===== src/scacs_pkg.sv =====
// Shared constants and types for the sine/cosine approximator.
// Depends on nothing; every other file imports it.
package scacs_pkg;

   // Field formats
   localparam int ANGLE_W          = 32;
   localparam int VALUE_W          = 32;
   localparam int ANGLE_FRAC_BITS  = 26;
   localparam int RESULT_FRAC_BITS = 30;

   // Command codes
   localparam logic CMD_SINE   = 1'b0;
   localparam logic CMD_COSINE = 1'b1;

   // Working formats: angle widened to Q32, polynomial in Q30
   localparam int ANGLE_SHIFT = 32 - ANGLE_FRAC_BITS;
   localparam int X_W         = ANGLE_W + ANGLE_SHIFT + 1;
   localparam int XQ_W        = X_W - 8;
   localparam int PROD_W      = XQ_W + 24;
   localparam int K_W         = PROD_W - 48;
   localparam int KP_W        = K_W + 35;
   localparam int R_W         = KP_W + 1;
   localparam int R30_W       = 33;
   localparam int SQ_W        = 2 * R30_W;
   localparam int Y_W         = 34;
   localparam int T5_W        = Y_W + 25;
   localparam int T_W         = 30;
   localparam int TP_W        = 64;
   localparam int T2_W        = 34;
   localparam int VP_W        = 64;
   localparam int V_W         = 34;
   localparam int OUT_SHIFT   = 30 - RESULT_FRAC_BITS;

   localparam logic signed [35:0] HALF_PI_Q32 = 36'sh1921FB544;
   localparam logic signed [35:0] PI_Q32      = 36'sh3243F6A89;
   localparam logic signed [24:0] INV_PI_Q24  = 25'sh0517CC2;
   localparam logic signed [24:0] COEF5_Q30   = 25'sd7894653;
   localparam logic signed [31:0] COEF3_Q30   = 32'sd177477835;
   localparam logic signed [31:0] COEF1_Q30   = 32'sd1073411097;
   localparam logic signed [V_W-1:0] ONE_Q30  = V_W'(64'sd1073741824);
   localparam logic signed [V_W-1:0] ROUND_OUT = V_W'((64'sd1 <<< OUT_SHIFT) >>> 1);

   localparam logic signed [VALUE_W-1:0] VALUE_MAX =
      VALUE_W'(64'sd1 <<< RESULT_FRAC_BITS);
   localparam logic signed [VALUE_W-1:0] VALUE_MIN = -VALUE_MAX;

   // Reduced angle handed from range reduction to the polynomial
   typedef struct packed {
      logic signed [R30_W-1:0] r30;
      logic                    k_odd;
   } reduced_type;

endpackage


===== src/scacs_reduce.sv =====
// Range reduction: angle -> r = x - k*pi in Q30 and the parity of k.
// Five register stages; depends on scacs_pkg.
module scacs_reduce (
   input  logic                           clock,
   input  logic                           reset,
   input  logic                           in_valid,
   output logic                           in_ready,
   input  logic signed [scacs_pkg::ANGLE_W-1:0] angle,
   input  logic                           command,
   output logic                           out_valid,
   input  logic                           out_ready,
   output scacs_pkg::reduced_type         out_data
);
   import scacs_pkg::*;

   localparam int NSTAGE = 5;

   logic [NSTAGE-1:0] vld_ff, vld_in, vld_prev;
   logic [NSTAGE:0]   en;

   logic signed [X_W-1:0]    x1_ff, x1_in, x2_ff, x3_ff, x4_ff;
   logic signed [X_W-1:0]    xq_sum;
   logic signed [XQ_W-1:0]   xq;
   logic signed [PROD_W-1:0] prod_ff, prod_in, prod_sum;
   logic signed [K_W-1:0]    k3_ff, k3_in, k4_ff;
   logic signed [KP_W-1:0]   kp_ff, kp_in;
   logic signed [R_W-1:0]    r_sum;
   reduced_type              red_ff, red_in;

   // stage i loads when empty or when its content moves on
   always_comb begin
      en[NSTAGE] = out_ready;
      for (int i = NSTAGE - 1; i >= 0; i--) begin
         en[i] = !vld_ff[i] || en[i+1];
      end
      vld_prev = {vld_ff[NSTAGE-2:0], in_valid};
      for (int i = 0; i < NSTAGE; i++) begin
         if (en[i]) begin
            vld_in[i] = vld_prev[i];
         end else begin
            vld_in[i] = vld_ff[i];
         end
      end
   end

   always_ff @(posedge clock) begin
      if (reset) begin
         vld_ff <= '0;
      end else begin
         vld_ff <= vld_in;
      end
   end

   // datapath
   always_comb begin
      x1_in = X_W'(angle) <<< ANGLE_SHIFT;
      if (command == CMD_COSINE) begin
         x1_in = x1_in + X_W'(HALF_PI_Q32);
      end
      xq_sum   = x1_ff + X_W'(128);
      xq       = xq_sum[X_W-1:8];
      prod_in  = PROD_W'(xq) * PROD_W'(INV_PI_Q24);
      prod_sum = prod_ff + (PROD_W'(1) <<< 47);
      k3_in    = prod_sum[PROD_W-1:48];
      kp_in    = KP_W'(k3_ff) * KP_W'(PI_Q32);
      r_sum    = R_W'(x4_ff) - R_W'(kp_ff) + R_W'(2);
      red_in.r30   = r_sum[R30_W+1:2];
      red_in.k_odd = k4_ff[0];
   end

   always_ff @(posedge clock) begin
      if (en[0]) begin
         x1_ff <= x1_in;
      end
      if (en[1]) begin
         x2_ff   <= x1_ff;
         prod_ff <= prod_in;
      end
      if (en[2]) begin
         x3_ff <= x2_ff;
         k3_ff <= k3_in;
      end
      if (en[3]) begin
         x4_ff <= x3_ff;
         k4_ff <= k3_ff;
         kp_ff <= kp_in;
      end
      if (en[4]) begin
         red_ff <= red_in;
      end
   end

   assign in_ready  = en[0];
   assign out_valid = vld_ff[NSTAGE-1];
   assign out_data  = red_ff;

endmodule


===== config.mk =====
export PLATFORM = sky130hd
export DESIGN_NAME = scacs_reduce
export DESIGN_NICKNAME = d
export VERILOG_FILES = /design/src/scacs_pkg.sv /design/src/scacs_reduce.sv
export SDC_FILE = /design/constraint.sdc
export NUM_CORES = 1
export LEC_CHECK = 0
export BUFFER_PORTS_ARGS = -buffer_cell sky130_fd_sc_hd__buf_4
export CAP_MARGIN = 20
export CORE_MARGIN = 2
export CORE_UTILIZATION = 65
export DETAILED_ROUTE_END_ITERATION = 8
export PLACE_DENSITY = 0.83
export REMOVE_ABC_BUFFERS = 1
export SYNTH_ARGS = -nofsm -noshare
export SYNTH_HDL_FRONTEND = slang
export SYNTH_SLANG_ARGS = --single-unit

===== constraint.sdc =====
create_clock -name clock -period 18.4 [get_ports clock]
set_clock_uncertainty 0.15 [all_clocks]
set_input_delay 4.6 -clock clock [delete_from_list [all_inputs] [get_ports clock]]
set_output_delay 4.6 -clock clock [all_outputs]
set_load 0.01 [all_outputs]

# After elaboration in Yosys (flattened, before gate mapping)

Cells that the tools add are included.

Bits in registers: 280
Input bits: 37
Output and inout bits: 36
Word-level logic and storage cells: 34

Add/sub/neg operators: 5
Multipliers: 2
Muxes and demuxes: 1
Reduce and logical (&&, ||, !) cells: 10

Operators by type and width:

| kind                                                                  | count |
|---|---|
| 55-bit by 49-bit adder with 55-bit output, second input constant      | 1 |
| 31-bit by 23-bit multiplier with 54-bit output, second input constant | 1 |
| 38-bit by 34-bit adder with 39-bit output, second input constant      | 1 |
| 39-bit by 9-bit adder with 39-bit output, second input constant       | 1 |
| 39-bit 2-to-1 mux                                                     | 1 |
| 35-bit by 3-bit adder with 35-bit output, second input constant       | 1 |
| 7-bit by 35-bit multiplier with 35-bit output, second input constant  | 1 |
| 35-bit subtractor                                                     | 1 |
| 1-bit logical NOT                                                     | 5 |
| 1-bit logical OR                                                      | 5 |

# Depth between registers and ports, before layout

Word-level depth: 6
Depth in mapped cells: 31
Gate-level depth less buffers: 30

# Worst setup path after synthesis

OpenSTA, ideal clock, no wires.

Path type: input to output
Start point: input port out_ready
End point: output port in_ready
Arrival: 5.957 ns
Data required time: 13.650 ns
Path slack: 7.693 ns
Stages: 3
Path buffers: 0
Path through: nor2b_1 > and3_1 > nand3_1

Word-level cells in the longest chain between the ends: 5

RTL lines:

| item                          | line               | text |
|---|---|---|
| start, declared               | scacs_reduce.sv:11 | `input logic out_ready,` |
| 1-bit logical OR (5 in a row) | scacs_reduce.sv:34 | `en[i] = !vld_ff[i] \|\| en[i+1];` |
| end, declared                 | scacs_reduce.sv:7  | `output logic in_ready,` |

Every way passes these cells.

# Worst setup path in the final report

Same ends and word-level chain as after synthesis.

==> impl_metrics.env <==
export IMPL_grt_busiest_layer="met2"
export IMPL_hold_class="register to register"
export IMPL_path_common_cell="buf_4"
export IMPL_n_antenna_cell=0
export IMPL_ys_flop_type="edfxtp_1"
export IMPL_ys_warn_count=0
export IMPL_crit_required_ns=13.65
export IMPL_cp_num_buf_inv=2
export IMPL_drv_slew=0
export IMPL_cpPeakStageDelay_ns=0.69
export IMPL_ys_ff_latch=213
export IMPL_area_delta_synth_final_pct=7.31
export IMPL_nNetsFinal=3093
export IMPL_hpwl_um=42900
export IMPL_ff2ff_setup_slack_ns=8.64
export IMPL_tns_ns=0
export IMPL_synth_async_reset_ratio=0
export IMPL_drt_pass1_iter_count=5
export IMPL_synth_edf_count=208
export IMPL_num_vias=16240
export IMPL_synth_compound_area_share=0.0779
export IMPL_min_from="x2_ff[28]$_DFFE_PP_"
export IMPL_finalCritPeriodShare=0.608
export IMPL_r2r_cells=29
export IMPL_yosys_area_share_simple=0.0661
export IMPL_mappedNetlistArea_mm2=0.0243
export IMPL_io_pins=73
export IMPL_fmax_mhz=89.4
export IMPL_dieArea_mm2=0.0390
export IMPL_clk_latency_ns=0.50
export IMPL_synth_top_family_by_area="adder cells"
export IMPL_tightest_slew_ns=1.09
export IMPL_holdPathEnd="x3_ff[28]$_DFFE_PP_"
export IMPL_path_max_fanout=36
export IMPL_rows=70
export IMPL_rr_endpoint="prod_ff[54]$_DFFE_PP_"
export IMPL_critPathKind="input pin to primary output"
export IMPL_rsz0062_at_grt="no"
export IMPL_netlist_top_cell_by_area="edfxtp_1"
export IMPL_synth_area_mux_share=0.00144
export IMPL_start_util=0.663
export IMPL_met2_usage=0.494
export IMPL_die_w_um=197
export IMPL_avgSynthCellArea_um2=10.5
export IMPL_seq_area_mm2=0.00635
export IMPL_grt_ovfl_total=0
export IMPL_gp_congestion=0.973
export IMPL_vias_per_cell=5.63
export IMPL_setup_viol=0
export IMPL_cts_tree="yes"
export IMPL_cp_cell_sequence="buf_4 > nor2b_1 > and3_1 > nand3_2 > buf_4"
export IMPL_status="complete, no violations"
export IMPL_cts_buffers_inserted=19
export IMPL_multi_input_area_mm2=0.0156
export IMPL_worstSetupEndpointType="primary output"
export IMPL_die_h_um=197
export IMPL_cts_root_buf="clkbuf_16"
export IMPL_grtUsageMet3=0.0253
export IMPL_ys_types=83
export IMPL_ys_seq_area_frac=0.261
export IMPL_cts_num_sinks=213
export IMPL_met1_usage=0.338
export IMPL_maxCapViolations=0
export IMPL_grt_usage=0.274
export IMPL_worst_setup_path_start_kind="input pin"
export IMPL_synthXorXnorAreaFrac=0.0760
export IMPL_grt_max_degree=66
export IMPL_slew_headroom=0.269
export IMPL_drc=0
export IMPL_antenna_found_initial=0
export IMPL_crit_family="simple AND/OR/NAND/NOR gates"
export IMPL_critPathArrivalTime_ns=6.43
export IMPL_syn_instance_count=2311
export IMPL_post_cts_buffers=0
export IMPL_num_fill_cells=2539
export IMPL_grt_pass1_vias=17149
export IMPL_core_area_mm2=0.0367
export IMPL_wl_per_cell_um=17.6
export IMPL_fin_crit_ns=11.18
export IMPL_path_clk_slew_ns=0.06
export IMPL_cts_max_level=1
export IMPL_hold_buffers=0
export IMPL_whs_path_depth=0
export IMPL_totalWireLength_um=50900
export IMPL_netlist_top_cells_area="edfxtp_1 26%, fa_1 22%, ha_1 20%, inv_1 9.7%, xnor2_1 5.1%"
export IMPL_synth_top_area_frac=0.257
export IMPL_utilization=0.711
export IMPL_hold_viol=0
export IMPL_clk_path_buf_depth=3
export IMPL_cp_slowest_cell="nand3_2"
export IMPL_synthAdderAreaFrac=0.417
export IMPL_drt_iter0_markers=967
export IMPL_r2r_start="x1_ff[7]$_DFFE_PP_"
export IMPL_grt_pass1_wl_um=84000
export IMPL_drive_gt1_frac=0.0612
export IMPL_port_buffers=72
export IMPL_post_cts_resized=0
export IMPL_antenna_left=0
-- Yosys cell counts, types with 4 or more instances --
library cell    n
nand3_1        37
inv_1         627
or3_1           4
o31ai_1         5
nand2_1        77
clkbuf_1       13
o21a_1          7
a211oi_1       13
o211ai_1       11
a21oi_1        84
a21o_1         44
fa_1          267
a31oi_1        11
nor4_1          5
a211o_1         4
and3_1         20
dfxtp_1         5
nor2b_1        11
o221ai_1        5
nor3_1         18
o21ai_0        36
nor2_1         71
o2111ai_1       5
xor2_1         60
nand2b_1       11
nand4_1        17
a21boi_0        6
xnor2_1       143
ha_1          384
o22ai_1         5
o21bai_1       10
edfxtp_1      208
nand3b_1        4
and2_1          5
a31o_2          5
and4_1          7
-- worst register-to-register path: cells and delay by family, from the launching register on --
kind / cells / cell delay (ns)
flip-flops: 1 / 0.47
buffers and inverters: 7 / 0.62
adder cells (fa/ha/maj): 9 / 3.81
XOR/XNOR: 2 / 0.91
AO/OA/AOI/OAI: 7 / 2.39
AND/OR/NAND/NOR: 4 / 1.14
-- stage by stage --
step / instances / setup slack [ns] / instance area (um2) / hold slack, ns
after floorplan: 2293 / 7.69 / 24300 / 0.250
after CTS: 2884 / 7.21 / 26100 / 0.246
after global routing: 2885 / 7.05 / 26100 / 0.253
after detailed placement: 2851 / 7.22 / 25500 / 0.255
after global placement: 2851 / 7.30 / 25500 / 0.251
final: 2885 / 7.22 / 26100 / 0.249
-- sequential cells by signal, summed over array words and instances (netlist names) --
signal	count
out_data	34
x4_ff	30
x3_ff	30
x1_ff	34
x2_ff	30
vld_ff	5
kp_ff	35
k3_ff	7
prod_ff	8
-- area by class of cell --
type	count	area share
timing repair buffer	91	0.0262
clock buffer	24	0.0189
tap	468	0.0224
clock inverter	9	0.00278
multi-input combinational	1451	0.596
sequential	213	0.243
inverter	629	0.0905
-- worst max path at each step --
| stage | slack [ns] | to | cells after the start | startpoint |
|---|---|---|---|---|
| after floorplan | 7.69 | in_ready | 3 | out_ready |
| after global placement | 7.30 | in_ready | 5 | out_ready |
| after detailed placement | 7.22 | in_ready | 5 | out_ready |
| after CTS | 7.21 | in_ready | 5 | out_ready |
| after global routing | 7.05 | in_ready | 5 | out_ready |
| final | 7.22 | in_ready | 5 | out_ready |
-- cells by family after synthesis --
kind of cell    after synthesis
compound gates              284
xor+xnor                    207
fa+ha+maj                   651
buf+inv                     647
flops                       213
mux                           3
other cells                   1
simple gates                305
-- metal layers --
layer	vias to the layer above	wire, um
met5	-	0
met4	0	2210
met3	131	2550
met2	488	25900
met1	7941	20100
li1	7680	-
-- placed cells by master, fill, tap and decap left out, types with 20 or more instances in the layout --
master      n
inv_1     627
nor2_1     71
ha_1      384
edfxtp_1  208
xnor2_1   143
and3_1     20
a21oi_1    84
fa_1      267
o21ai_0    36
nand3_1    36
buf_4      91
a21o_1     44
xor2_1     60
nand2_1    76
Power is left out: the tool's default activity adds up to more than one toggle a clock period on the data nets, which glitch-free logic cannot reach.
